$ cat src/rtl/core/xsr_pkg.sv
// Shared types and constants for the xorshift128 ranged random block.
package xsr_pkg;

   localparam logic [31:0] SEED_A_RESET = 32'd123456789;
   localparam logic [31:0] SEED_B_RESET = 32'd362436069;
   localparam logic [31:0] SEED_C_RESET = 32'd521288629;
   localparam logic [31:0] SEED_D_RESET = 32'd88675123;

   localparam int unsigned SHIFT_A = 11;
   localparam int unsigned SHIFT_D = 19;
   localparam int unsigned SHIFT_T = 8;

   localparam int unsigned CSR_ADDR_W = 4;

   typedef enum logic [1:0] {
      CMD_RAW   = 2'd0,
      CMD_MOD   = 2'd1,
      CMD_RANGE = 2'd2,
      CMD_NONE  = 2'd3
   } cmd_type;

   typedef enum logic [1:0] {
      REG_SEED_A = 2'd0,
      REG_SEED_B = 2'd1,
      REG_SEED_C = 2'd2,
      REG_SEED_D = 2'd3
   } reg_idx_type;

   typedef struct packed {
      logic [1:0]         command;
      logic [31:0]        modulus;
      logic signed [31:0] range_min;
      logic signed [31:0] range_max;
   } req_type;

   typedef struct packed {
      logic [31:0] value;
      logic        zero_modulus;
   } rsp_type;

   // Seed load from the register port.
   typedef struct packed {
      logic        en;
      reg_idx_type idx;
      logic [31:0] data;
   } seed_wr_type;

   // One classified job. rem clear: result is base and flag as they stand.
   // rem set: result is base + word % divisor (wrapping add).
   typedef struct packed {
      logic        rem;
      logic [31:0] word;
      logic [31:0] divisor;
      logic [31:0] base;
      logic        flag;
   } job_type;

   typedef struct packed {
      logic empty;
      logic full;
   } q_stat_type;

endpackage

$ cat src/rtl/core/xsr_front.sv
// Front end: accepts request beats, steps the generator and classifies each job.
module xsr_front (
   input  logic                clock,
   input  logic                reset,
   input  logic                req_valid,
   input  xsr_pkg::req_type    req_data,
   output logic                req_stall,
   input  xsr_pkg::seed_wr_type seed_wr,
   input  xsr_pkg::q_stat_type q_stat,
   output logic                q_push,
   output xsr_pkg::job_type    q_job
);
   import xsr_pkg::*;

   logic [31:0] gen_a_ff, gen_b_ff, gen_c_ff, gen_d_ff;
   logic [31:0] gen_a_in, gen_b_in, gen_c_in, gen_d_in;
   logic [31:0] t_word;
   logic [31:0] next_word;
   logic [31:0] span;
   logic        advance;
   logic        accept;

   assign req_stall = q_stat.full;
   assign accept    = req_valid && !q_stat.full;
   assign q_push    = accept;

   assign t_word    = gen_a_ff ^ (gen_a_ff << SHIFT_A);
   assign next_word = (gen_d_ff ^ (gen_d_ff >> SHIFT_D)) ^ (t_word ^ (t_word >> SHIFT_T));
   assign span      = 32'(req_data.range_max - req_data.range_min);

   always_comb begin
      q_job   = '0;
      advance = 1'b0;
      case (cmd_type'(req_data.command))
         CMD_RAW: begin
            q_job.base = next_word;
            advance    = 1'b1;
         end
         CMD_MOD: begin
            if (req_data.modulus == '0) begin
               q_job.flag = 1'b1;
            end else begin
               q_job.rem     = 1'b1;
               q_job.word    = next_word;
               q_job.divisor = req_data.modulus;
               advance       = 1'b1;
            end
         end
         CMD_RANGE: begin
            q_job.base = req_data.range_min;
            if (req_data.range_min != req_data.range_max) begin
               q_job.rem     = 1'b1;
               q_job.word    = next_word;
               q_job.divisor = span;
               advance       = 1'b1;
            end
         end
         default: begin
         end
      endcase
   end

   always_comb begin
      gen_a_in = gen_a_ff;
      gen_b_in = gen_b_ff;
      gen_c_in = gen_c_ff;
      gen_d_in = gen_d_ff;
      if (seed_wr.en) begin
         unique case (seed_wr.idx)
            REG_SEED_A: gen_a_in = seed_wr.data;
            REG_SEED_B: gen_b_in = seed_wr.data;
            REG_SEED_C: gen_c_in = seed_wr.data;
            REG_SEED_D: gen_d_in = seed_wr.data;
            default: begin
            end
         endcase
      end else if (accept && advance) begin
         gen_a_in = gen_b_ff;
         gen_b_in = gen_c_ff;
         gen_c_in = gen_d_ff;
         gen_d_in = next_word;
      end
   end

   always_ff @(posedge clock) begin
      if (reset) begin
         gen_a_ff <= SEED_A_RESET;
         gen_b_ff <= SEED_B_RESET;
         gen_c_ff <= SEED_C_RESET;
         gen_d_ff <= SEED_D_RESET;
      end else begin
         gen_a_ff <= gen_a_in;
         gen_b_ff <= gen_b_in;
         gen_c_ff <= gen_c_in;
         gen_d_ff <= gen_d_in;
      end
   end

endmodule

$ cat src/rtl/core/xsr_queue.sv
// Short job queue between front and back end.
module xsr_queue #(
   parameter int unsigned DEPTH = 2
) (
   input  logic                clock,
   input  logic                reset,
   input  logic                push,
   input  xsr_pkg::job_type    push_job,
   input  logic                pop,
   output xsr_pkg::job_type    head_job,
   output xsr_pkg::q_stat_type stat
);
   import xsr_pkg::*;

   localparam int unsigned PTR_W = (DEPTH > 1) ? $clog2(DEPTH) : 1;
   localparam int unsigned CNT_W = $clog2(DEPTH + 1);
   localparam logic [PTR_W-1:0] LAST = PTR_W'(DEPTH - 1);

   job_type           slot_ff [DEPTH];
   logic [PTR_W-1:0]  wr_ptr_ff, wr_ptr_in;
   logic [PTR_W-1:0]  rd_ptr_ff, rd_ptr_in;
   logic [CNT_W-1:0]  count_ff, count_in;

   assign stat.empty = (count_ff == '0);
   assign stat.full  = (count_ff == CNT_W'(DEPTH));
   assign head_job   = slot_ff[rd_ptr_ff];

   always_comb begin
      wr_ptr_in = wr_ptr_ff;
      rd_ptr_in = rd_ptr_ff;
      count_in  = count_ff;
      if (push) wr_ptr_in = (wr_ptr_ff == LAST) ? '0 : wr_ptr_ff + 1'b1;
      if (pop)  rd_ptr_in = (rd_ptr_ff == LAST) ? '0 : rd_ptr_ff + 1'b1;
      if (push && !pop)      count_in = count_ff + 1'b1;
      else if (pop && !push) count_in = count_ff - 1'b1;
   end

   always_ff @(posedge clock) begin
      if (reset) begin
         wr_ptr_ff <= '0;
         rd_ptr_ff <= '0;
         count_ff  <= '0;
      end else begin
         wr_ptr_ff <= wr_ptr_in;
         rd_ptr_ff <= rd_ptr_in;
         count_ff  <= count_in;
      end
   end

   always_ff @(posedge clock) begin
      if (push) slot_ff[wr_ptr_ff] <= push_job;
   end

endmodule

$ cat src/rtl/core/xsr_back.sv
// Back end: radix-2 remainder unit, range offset add and result register.
module xsr_back (
   input  logic                clock,
   input  logic                reset,
   input  xsr_pkg::q_stat_type q_stat,
   input  xsr_pkg::job_type    q_job,
   output logic                q_pop,
   output logic                rsp_valid,
   output xsr_pkg::rsp_type    rsp_data,
   input  logic                rsp_stall
);
   import xsr_pkg::*;

   typedef enum logic [2:0] {
      S_IDLE = 3'b001,
      S_CALC = 3'b010,
      S_HOLD = 3'b100
   } state_type;

   state_type   state_ff, state_in;
   logic [31:0] rem_ff, rem_in;
   logic [31:0] dvd_ff, dvd_in;
   logic [31:0] div_ff, div_in;
   logic [31:0] base_ff, base_in;
   logic [4:0]  cnt_ff, cnt_in;
   rsp_type     res_ff, res_in;
   logic        rsp_valid_ff, rsp_valid_in;
   rsp_type     rsp_data_ff, rsp_data_in;
   logic [32:0] trial;
   logic [32:0] diff;
   logic [31:0] rem_step;
   logic        out_free;

   assign q_pop     = (state_ff == S_IDLE) && !q_stat.empty;
   assign out_free  = !rsp_valid_ff || !rsp_stall;
   assign rsp_valid = rsp_valid_ff;
   assign rsp_data  = rsp_data_ff;

   // One restoring step: shift in the next dividend bit, subtract if it fits.
   assign trial    = {rem_ff, dvd_ff[31]};
   assign diff     = trial - {1'b0, div_ff};
   assign rem_step = diff[32] ? trial[31:0] : diff[31:0];

   always_comb begin
      state_in     = state_ff;
      rem_in       = rem_ff;
      dvd_in       = dvd_ff;
      div_in       = div_ff;
      base_in      = base_ff;
      cnt_in       = cnt_ff;
      res_in       = res_ff;
      rsp_valid_in = rsp_valid_ff;
      rsp_data_in  = rsp_data_ff;

      if (rsp_valid_ff && !rsp_stall) rsp_valid_in = 1'b0;

      unique case (state_ff)
         S_IDLE: begin
            if (!q_stat.empty) begin
               if (q_job.rem) begin
                  rem_in   = '0;
                  dvd_in   = q_job.word;
                  div_in   = q_job.divisor;
                  base_in  = q_job.base;
                  cnt_in   = '0;
                  state_in = S_CALC;
               end else begin
                  res_in.value        = q_job.base;
                  res_in.zero_modulus = q_job.flag;
                  state_in            = S_HOLD;
               end
            end
         end
         S_CALC: begin
            rem_in = rem_step;
            dvd_in = {dvd_ff[30:0], 1'b0};
            cnt_in = cnt_ff + 1'b1;
            if (cnt_ff == '1) begin
               res_in.value        = base_ff + rem_step;
               res_in.zero_modulus = 1'b0;
               state_in            = S_HOLD;
            end
         end
         S_HOLD: begin
            if (out_free) begin
               rsp_data_in  = res_ff;
               rsp_valid_in = 1'b1;
               state_in     = S_IDLE;
            end
         end
         default: state_in = S_IDLE;
      endcase
   end

   always_ff @(posedge clock) begin
      if (reset) begin
         state_ff     <= S_IDLE;
         rsp_valid_ff <= 1'b0;
         cnt_ff       <= '0;
      end else begin
         state_ff     <= state_in;
         rsp_valid_ff <= rsp_valid_in;
         cnt_ff       <= cnt_in;
      end
   end

   always_ff @(posedge clock) begin
      rem_ff      <= rem_in;
      dvd_ff      <= dvd_in;
      div_ff      <= div_in;
      base_ff     <= base_in;
      res_ff      <= res_in;
      rsp_data_ff <= rsp_data_in;
   end

endmodule

$ cat src/rtl/core/xorshift128_ranged_random_top.sv
// Top level of the xorshift128 ranged random generator: register port, front, queue, back.
// Pass-through jobs (raw, zero modulus, empty range, unused) go from the queue to the result
//   register and on to rsp_valid; modulo and range draws first run 32 remainder steps.
// The back, with its single bit-serial remainder unit, finishes each job before it pops the next;
//   the front takes beats while the queue has room.
// Reset (synchronous, active high): default seeds and generator words, empty queue and output.
module xorshift128_ranged_random_top #(
   parameter int unsigned QUEUE_DEPTH = 2
) (
   input  logic                             clock,
   input  logic                             reset,
   // request channel
   input  logic                             req_valid,
   input  xsr_pkg::req_type                 req_data,
   output logic                             req_stall,
   // result channel
   output logic                             rsp_valid,
   output xsr_pkg::rsp_type                 rsp_data,
   input  logic                             rsp_stall,
   // register port
   input  logic                             csr_psel,
   input  logic                             csr_penable,
   input  logic                             csr_pwrite,
   input  logic [xsr_pkg::CSR_ADDR_W-1:0]   csr_paddr,
   input  logic [31:0]                      csr_pwdata,
   output logic [31:0]                      csr_prdata,
   output logic                             csr_pready
);
   import xsr_pkg::*;

   // Seed copies kept for read-back; the live generator words sit in the front.
   logic [31:0] seed_a_ff, seed_a_in;
   logic [31:0] seed_b_ff, seed_b_in;
   logic [31:0] seed_c_ff, seed_c_in;
   logic [31:0] seed_d_ff, seed_d_in;

   reg_idx_type seed_idx;
   seed_wr_type seed_wr;
   q_stat_type  q_stat;
   job_type     push_job;
   job_type     head_job;
   logic        q_push;
   logic        q_pop;

   // Register port: zero wait states, word index from the address.
   assign csr_pready   = 1'b1;
   assign seed_idx     = reg_idx_type'(csr_paddr[3:2]);
   assign seed_wr.en   = csr_psel && csr_penable && csr_pwrite && csr_pready;
   assign seed_wr.idx  = seed_idx;
   assign seed_wr.data = csr_pwdata;

   always_comb begin
      seed_a_in = seed_a_ff;
      seed_b_in = seed_b_ff;
      seed_c_in = seed_c_ff;
      seed_d_in = seed_d_ff;
      if (seed_wr.en) begin
         unique case (seed_idx)
            REG_SEED_A: seed_a_in = csr_pwdata;
            REG_SEED_B: seed_b_in = csr_pwdata;
            REG_SEED_C: seed_c_in = csr_pwdata;
            REG_SEED_D: seed_d_in = csr_pwdata;
            default: begin
            end
         endcase
      end
   end

   always_comb begin
      unique case (seed_idx)
         REG_SEED_A: csr_prdata = seed_a_ff;
         REG_SEED_B: csr_prdata = seed_b_ff;
         REG_SEED_C: csr_prdata = seed_c_ff;
         REG_SEED_D: csr_prdata = seed_d_ff;
         default:    csr_prdata = '0;
      endcase
   end

   always_ff @(posedge clock) begin
      if (reset) begin
         seed_a_ff <= SEED_A_RESET;
         seed_b_ff <= SEED_B_RESET;
         seed_c_ff <= SEED_C_RESET;
         seed_d_ff <= SEED_D_RESET;
      end else begin
         seed_a_ff <= seed_a_in;
         seed_b_ff <= seed_b_in;
         seed_c_ff <= seed_c_in;
         seed_d_ff <= seed_d_in;
      end
   end

   // Front: takes the request beat, draws the next word when the command needs one,
   // and pushes a classified job in the same cycle.
   xsr_front u_front (
      .clock     (clock),
      .reset     (reset),
      .req_valid (req_valid),
      .req_data  (req_data),
      .req_stall (req_stall),
      .seed_wr   (seed_wr),
      .q_stat    (q_stat),
      .q_push    (q_push),
      .q_job     (push_job)
   );

   // Queue lets the front run ahead while the remainder unit is busy.
   xsr_queue #(
      .DEPTH (QUEUE_DEPTH)
   ) u_queue (
      .clock    (clock),
      .reset    (reset),
      .push     (q_push),
      .push_job (push_job),
      .pop      (q_pop),
      .head_job (head_job),
      .stat     (q_stat)
   );

   // Back: remainder, offset add, then the result register toward the consumer.
   xsr_back u_back (
      .clock     (clock),
      .reset     (reset),
      .q_stat    (q_stat),
      .q_job     (head_job),
      .q_pop     (q_pop),
      .rsp_valid (rsp_valid),
      .rsp_data  (rsp_data),
      .rsp_stall (rsp_stall)
   );

   // A zero-modulus error beat always carries a zero value.
   a_zero_mod_value : assert property (@(posedge clock) disable iff (reset)
      (rsp_valid && rsp_data.zero_modulus) |-> (rsp_data.value == '0))
      else $error("zero-modulus beat with non-zero value");

   // The front never pushes into a full queue.
   a_no_overflow : assert property (@(posedge clock) disable iff (reset)
      q_push |-> !q_stat.full)
      else $error("job queue overflow");

   // The back never pops an empty queue.
   a_no_underflow : assert property (@(posedge clock) disable iff (reset)
      q_pop |-> !q_stat.empty)
      else $error("job queue underflow");

   // A push into an empty queue leaves it non-empty on the next edge.
   a_push_lands : assert property (@(posedge clock) disable iff (reset)
      (q_push && q_stat.empty) |=> !q_stat.empty)
      else $error("pushed job lost");

endmodule
$ cat config.mk
export PLATFORM = sky130hd
export DESIGN_NAME = xorshift128_ranged_random_top
export DESIGN_NICKNAME = d
export VERILOG_FILES = /design/src/rtl/core/xsr_pkg.sv /design/src/rtl/core/xsr_front.sv /design/src/rtl/core/xsr_queue.sv /design/src/rtl/core/xsr_back.sv /design/src/rtl/core/xorshift128_ranged_random_top.sv
export SDC_FILE = /design/constraint.sdc
export NUM_CORES = 1
export LEC_CHECK = 0
export BUFFER_PORTS_ARGS = -buffer_cell sky130_fd_sc_hd__buf_2
export CAP_MARGIN = 5
export CORE_MARGIN = 2
export CORE_UTILIZATION = 25
export CTS_BUF_LIST = sky130_fd_sc_hd__clkbuf_2 sky130_fd_sc_hd__clkbuf_4 sky130_fd_sc_hd__clkbuf_8
export DETAILED_ROUTE_END_ITERATION = 12
export PLACE_DENSITY_LB_ADDON = 0.2
export SYNTH_ARGS = -nofsm -noshare
export SYNTH_HDL_FRONTEND = slang
export SYNTH_SLANG_ARGS = --single-unit
$ cat constraint.sdc
create_clock -name clock -period 9.58 [get_ports clock]
set_input_delay 0.479 -clock clock [delete_from_list [all_inputs] [get_ports clock]]
set_output_delay 0.479 -clock clock [all_outputs]
set_load 0.03 [all_outputs]
==> results of run 1 <==
==> cell usage in the layout (no fill, tap or decap), types with 10 or more instances in the layout <==
master,n
and2_1,69
nand3b_1,62
nand3_1,19
inv_1,98
a22oi_1,19
nand2b_1,25
edfxtp_1,390
clkinv_2,16
a311oi_1,10
buf_4,34
o31ai_1,13
nand2_1,468
dfxtp_1,269
xor2_1,56
o21ai_0,125
nor3_1,55
o21a_1,19
or2_1,14
clkinv_1,15
mux4_2,32
clkbuf_4,46
a21oi_1,194
nor2b_1,36
nor2_1,221
ha_1,102
and3_1,10
mux2i_1,35
a211oi_1,70
or2_2,29
buf_2,204
o21bai_1,23
a31oi_1,44
clkbuf_8,134
nand4_1,15
a21o_1,43
a22o_1,22
mux2_2,69
dlygate4sd3_1,39
xnor2_1,122
o211ai_1,11
==> cell families after synthesis <==
logic type,share of synthesized area
muxes,0.0582
and+or+nand+nor,0.154
AOI/OAI and AO/OA,0.129
xor gates and xnor gates,0.0487
adders and majority gates,0.0418
buffers and inverters,0.0329
DFF,0.535
other,0.000117
==> per-layer routing <==
layer | GRT usage | wire [microns] | vias to the layer above
met3 | 0.0324 | 5770 | 167
li1 | - | - | 11400
met4 | 0.0557 | 3260 | 2
met5 | 0 | 17 | -
met2 | 0.241 | 45700 | 565
met1 | 0.207 | 47200 | 11400
==> final timing paths <==
check | start | endpoint | slack (ns) | cells after the start
hold / removal | csr_pwdata[26] | seed_b_ff[26] | 0.07 | 3
setup reg to reg | u_back.div_ff[0] | u_back.res_ff[29] | 2.79 | 24
hold reg to reg | u_back.res_ff[19] | u_back.rsp_data[19] | 0.42 | 0
setup / recovery | u_back.div_ff[0] | u_back.res_ff[29] | 2.79 | 24
==> area by class of cell <==
cell class              count  area [sq um]
fillers                 13400         89500
flip-flops and latches    660         17100
multi-input cells        2133         13900
clock buffers             180          2190
well taps                1662          2080
repair buffers            278          1680
inverters                  99           372
clock inverters            40           297
diodes                      6          15.0
==> tightest hold or removal path, delay by kind of cell <==
kind / cells / cell delay, ns
AND/OR/NAND/NOR: 2 / 0.14
buffers and inverters: 1 / 0.18
==> state kept, by name, summed over array words and instances, names as in the netlist, named ones only <==
register           cells
u_front.gen_d_ff      32
u_back.cnt_ff          5
u_back.div_ff         32
seed_d_ff             32
u_queue.wr_ptr_ff      1
u_front.gen_a_ff      32
seed_a_ff             32
u_front.gen_b_ff      32
u_back.res_ff         33
seed_c_ff             32
u_back.base_ff        32
u_queue.rd_ptr_ff      1
u_front.gen_c_ff      32
seed_b_ff             32
u_back.rsp_valid       1
u_queue.count_ff       2
u_back.rem_ff         32
u_back.dvd_ff         32
u_queue.slot_ff      196
u_back.rsp_data       33
u_back.state_ff        3
==> power by group through the flow <==
| stage | Clock [mW] | Sequential, mW | Combinational [mW] |
|---|---|---|---|
| after floorplan | 0 | 3.88 | 2.78 |
| after global placement | 0 | 3.95 | 3.86 |
| after detailed placement | 0 | 3.95 | 3.84 |
| after CTS | 2.88 | 3.90 | 3.88 |
| after global routing | 3.00 | 3.94 | 4.27 |
| final | 2.79 | 3.89 | 3.83 |
==> run_results.csv, run 1 <==
group,metric,value,unit
status,outcome,"completed",
critical_path,critical_path_arrival,7.42,ns
sta,hold_ws,0.0665,ns
critical_path,end_kind,"flop",
cts,postCtsSetupBuffers,0,
critical_path,crit_path_top_delay_cell,"a311oi_1",
yosys,synth_edf_count,390,
cts,clock_path_buffers,3,
floorplanning,core-area,0.127,sq mm
yosys,syn_nets,3309,
pwr,switching_share,0.367,
floorplanning,start_util,0.251,
sta,fin_crit_sh,0.709,
yosys,synth-seq-cells,660,
detailed_routing,dr_total_vias,23500,
floorplanning,die-area,0.131,sq mm
cts,ctsHtreeMaxLevel,3,
critical_path,cp_top_family,"compound AO/OA/AOI/OAI gates",
detailed_routing,routed_wl,102,mm
critical_path,cp_max_fo,32,
global_route,grt_pass1_vias,23300,
yosys,synth_most_common_cell,"nand2_1",
cells_and_area,design_area,0.0376,sq mm
cells_and_area,final_core_util,0.296,
place,hpwl,70.1,mm
sta,hold_viol,0,
yosys,synth_top_area_share,0.366,
sta,rsz0062_at_grt,"false",
pwr,power.switching,3.85,mW
yosys,yosysUniqueCellTypes,78,
yosys,yosysWarnings,0,
detailed_routing,viasPerCell,4.65,
cts,clk_latency,0.83,ns
pwr,share_comb_of_total_power,0.365,
global_route,grt_overflow,0,
detailed_routing,drc_errors,0,
floorplanning,dieHeight,362,microns
place,place_ws,2.83,ns
critical_path,critPathLaunchType,"flop",
pwr,irDropWorstVdd,114,uV
pwr,pwr-share-seq,0.370,
sta,report.final.slew_viol_count,0,
detailed_routing,drt-initial-drc-count,1648,
cts,tritoncts,"built",
sta,setup_slack,2.79,ns
yosys,yosysTopAreaCell,"edfxtp_1",
sta,fmax,0.147,GHz
cts,clock_sinks,660,
critical_path,cp.required,10.21,ns
yosys,synth_async_sr_flop_share,0,
critical_path,max_stage_delay,0.68,ns
detailed_routing,wl_per_cell,20.1,microns
global_route,antenna_found_initial,11,
pwr,power.density,279,mW/mm^2
sta,skew,0.0513,ns
pwr,p_clk_frac,0.265,
cells_and_area,nets,3536,
sta,relSlewSlack,0.232,
yosys,netlist_top_cells_count,"nand2_1, edfxtp_1, dfxtp_1",
global_route,grt_usage,0.153,
critical_path,path_buf_inv,1,
place,dp_cells,4793,
place,place_area,0.0348,sq mm
critical_path,critical_path_class,"reg2reg",
floorplanning,io_pins,209,
place,gp_congestion,0.848,
sta,setup_viol,0,
critical_path,crit_chain,"ha_1, fa_1, and2b_1, o31ai_1, a2bb2oi_2, a31oi_2, o311a_4, o21a_2, o211ai_4, nand2_1, o21ai_1, ha_1, inv_1, fa_1, nor2b_1, o21a_1, o21ai_0, a311oi_1, a211o_1, nand4_1, a21bo_2, a21boi_0, nor3_1, o31ai_1",
cts,cts_resized,0,
place,io_buffers,205,
detailed_routing,ant_nets,0,
cts,cts_buffers,118,
pwr,leakage,14.2,nW
pwr,p_int,6.66,mW
cts,hold_buffers,39,
yosys,avgSynthCellArea,10.4,sq um
yosys,synth.cell_area,0.0320,sq mm
sta,fin_setup_tns,0,ns
global_route,grt_max_degree,98,
min_path,hold_class,"in2reg",
pwr,finalPower,10.5,mW
cts,clk_pin_slew,0.07,ns
yosys,synth_cells,3063,
floorplanning,die_w,362,microns
yosys,synth_flop_cell,"edfxtp_1",
flow_run,max_cap_violations,0,
sta,worst_slew_pin_slew,1.15,ns
yosys,ys_seq_area_frac,0.535,
sta,period_minus_slack,6.79,ns
yosys,synthTopCellsByArea,"edfxtp_1, dfxtp_1, nand2_1",
global_route,grt_pass1_wl,150,mm
cells_and_area,drive_gt1_frac,0.181,
cells_and_area,layout.cells.non_filler,5058,
cts,cts-root-buf,"clkbuf_8",
cells_and_area,area_delta_synth_final,17.7,%
floorplanning,rows,131,
detailed_routing,drt_pass1_iterations,5,
(Power assumes the default switching activity.)
==> run 2, diff against run 1 <==
==> constraint.sdc (replaced) <==
create_clock -name clock -period 6.9 [get_ports clock]
set_input_delay 0.345 -clock clock [delete_from_list [all_inputs] [get_ports clock]]
set_output_delay 0.345 -clock clock [all_outputs]
set_load 0.03 [all_outputs]
==> run_results.csv, run 2 (same netlist as run 1, synthesis figures left out) <==
group,metric,value,unit
status,outcome,"completed",
sta,worst_slew_pin_slew,1.22,ns
floorplanning,die-area,0.131,sq mm
detailed_routing,drc_errors,0,
cts,clk_pin_slew,0.06,ns
sta,report.final.slew_viol_count,0,
detailed_routing,drt_pass1_iterations,5,
critical_path,end_kind,"flop",
sta,relSlewSlack,0.188,
floorplanning,rows,131,
global_route,grt_usage,0.155,
detailed_routing,ant_nets,0,
floorplanning,die_w,362,microns
global_route,gr-usage-met2,0.247,
floorplanning,dieHeight,362,microns
cts,cts_buffers,121,
sta,fin_setup_tns,0,ns
cells_and_area,nets,3596,
critical_path,cp_max_fo,37,
min_path,hold_class,"in2reg",
cts,cts-root-buf,"clkbuf_8",
pwr,leakage,14.6,nW
global_route,grtUsageMet3,0.0327,
floorplanning,core-area,0.127,sq mm
cells_and_area,fillCellCount,13200,
cells_and_area,area_delta_synth_final,20.1,%
pwr,irDropWorstVdd,166,uV
cells_and_area,largest_register_ffs,196,
cells_and_area,layout.cells.non_filler,5120,
cts,clock_sinks,660,
cells_and_area,drive_gt1_frac,0.181,
cts,ctsHtreeMaxLevel,3,
critical_path,critical_path_class,"reg2reg",
global_route,grt_pass1_wl,153,mm
global_route,grt_busiest_layer,"met2",
cells_and_area,mostFrequentLayoutCell,"nand2_1",
critical_path,critPathLaunchType,"flop",
sta,fin_crit_sh,0.911,
cts,tritoncts,"built",
detailed_routing,viasPerCell,4.59,
floorplanning,start_util,0.251,
sta,setup_viol,0,
global_route,grt_max_degree,147,
sta,hold_viol,0,
sta,period_minus_slack,6.28,ns
sta,skew,0.0844,ns
cells_and_area,final_cell_mix,"nand2_1, edfxtp_1, dfxtp_1",
critical_path,critical_path_arrival,6.81,ns
detailed_routing,routed_wl,103,mm
place,dp_cells,4797,
pwr,power.density,388,mW/mm^2
detailed_routing,wl_per_cell,20.1,microns
critical_path,cp.required,7.43,ns
place,hpwl,71.2,mm
place,gp_congestion,0.861,
flow_run,max_cap_violations,0,
detailed_routing,dr_total_vias,23500,
global_route,antenna_found_initial,6,
sta,fmax,0.159,GHz
cts,clk_latency,0.88,ns
floorplanning,io_pins,209,
detailed_routing,drt-initial-drc-count,1765,
sta,hold_ws,0.0795,ns
sta,rsz0062_at_grt,"false",
global_route,gr-usage-met1,0.212,
cts,clock_path_buffers,3,
cells_and_area,largest-register,"u_queue.slot_ff",
global_route,grt_pass1_vias,23400,
global_route,grt_overflow,0,
place,io_buffers,205,
run 2: final timing paths:
check	start	to	slack [ns]	cells past startpoint
setup / recovery	u_back.div_ff[0]	u_back.res_ff[32]	0.62	22
hold / removal	req_data[59]	u_queue.slot_ff[1][28]	0.08	2
setup reg to reg	u_back.div_ff[0]	u_back.res_ff[32]	0.62	22
hold reg to reg	u_back.res_ff[29]	u_back.rsp_data[29]	0.42	0
run 2: repair_timing:
item / in CTS / in global routing
setup endpoints to repair: 0 / 0
hold endpoints to repair: 273 / 0
hold buffers: 92 / 0
setup buffers: 0 / 0
resized for setup: 0 / 0
run 2: through the flow:
stage               power [mW]   util  setup WS (ns)  instance area, sq um
detailed placement        10.9  0.274          0.705                 34800
floorplan                 9.25      -           1.42                 32000
global placement          10.9  0.274          0.715                 34800
CTS                       15.1  0.302          0.719                 38400
finish                    14.9  0.302          0.617                 38400
global route              15.9  0.302          0.273                 38400
run 2: routing by layer:
layer | wire [microns] | share of wire | vias up
li1 | - | - | 11500
met1 | 48300 | 0.47 | 11400
met2 | 47000 | 0.46 | 507
met3 | 5410 | 0.052 | 147
met4 | 2480 | 0.024 | 0
met5 | 0 | 0 | -
run 2: layout make-up:
cell class,count,area (sq um),share of cell area
multi-input cells,2133,13900,0.362
diodes,2,5.00,0.000130
flip-flops and latches,660,17100,0.446
clock inverters,43,412,0.0107
repair buffers,335,2250,0.0586
inverters,99,372,0.00967
well taps,1662,2080,0.0541
clock buffers,186,2280,0.0595
run 2: power by group:
part	switching, mW	internal, mW
clock	1.80	2.32
combinational	3.31	2.08
sequential	0.310	5.09
run 2: critical path, cell delays in order (launching register included):
cell	delay, ns
edfxtp_1	0.36
ha_1	0.22
fa_1	0.41
and2b_1	0.22
o31ai_1	0.11
a2bb2oi_2	0.25
a31oi_2	0.20
o311a_4	0.39
o21a_2	0.25
o211ai_4	0.40
buf_4	0.42
o21ai_0	0.24
ha_1	0.44
o2111ai_1	0.17
a211oi_1	0.61
o21bai_1	0.23
a21boi_0	0.22
buf_4	0.17
o21a_1	0.14
o21ai_0	0.13
xor2_1	0.17
xnor2_1	0.14
a21oi_1	0.08
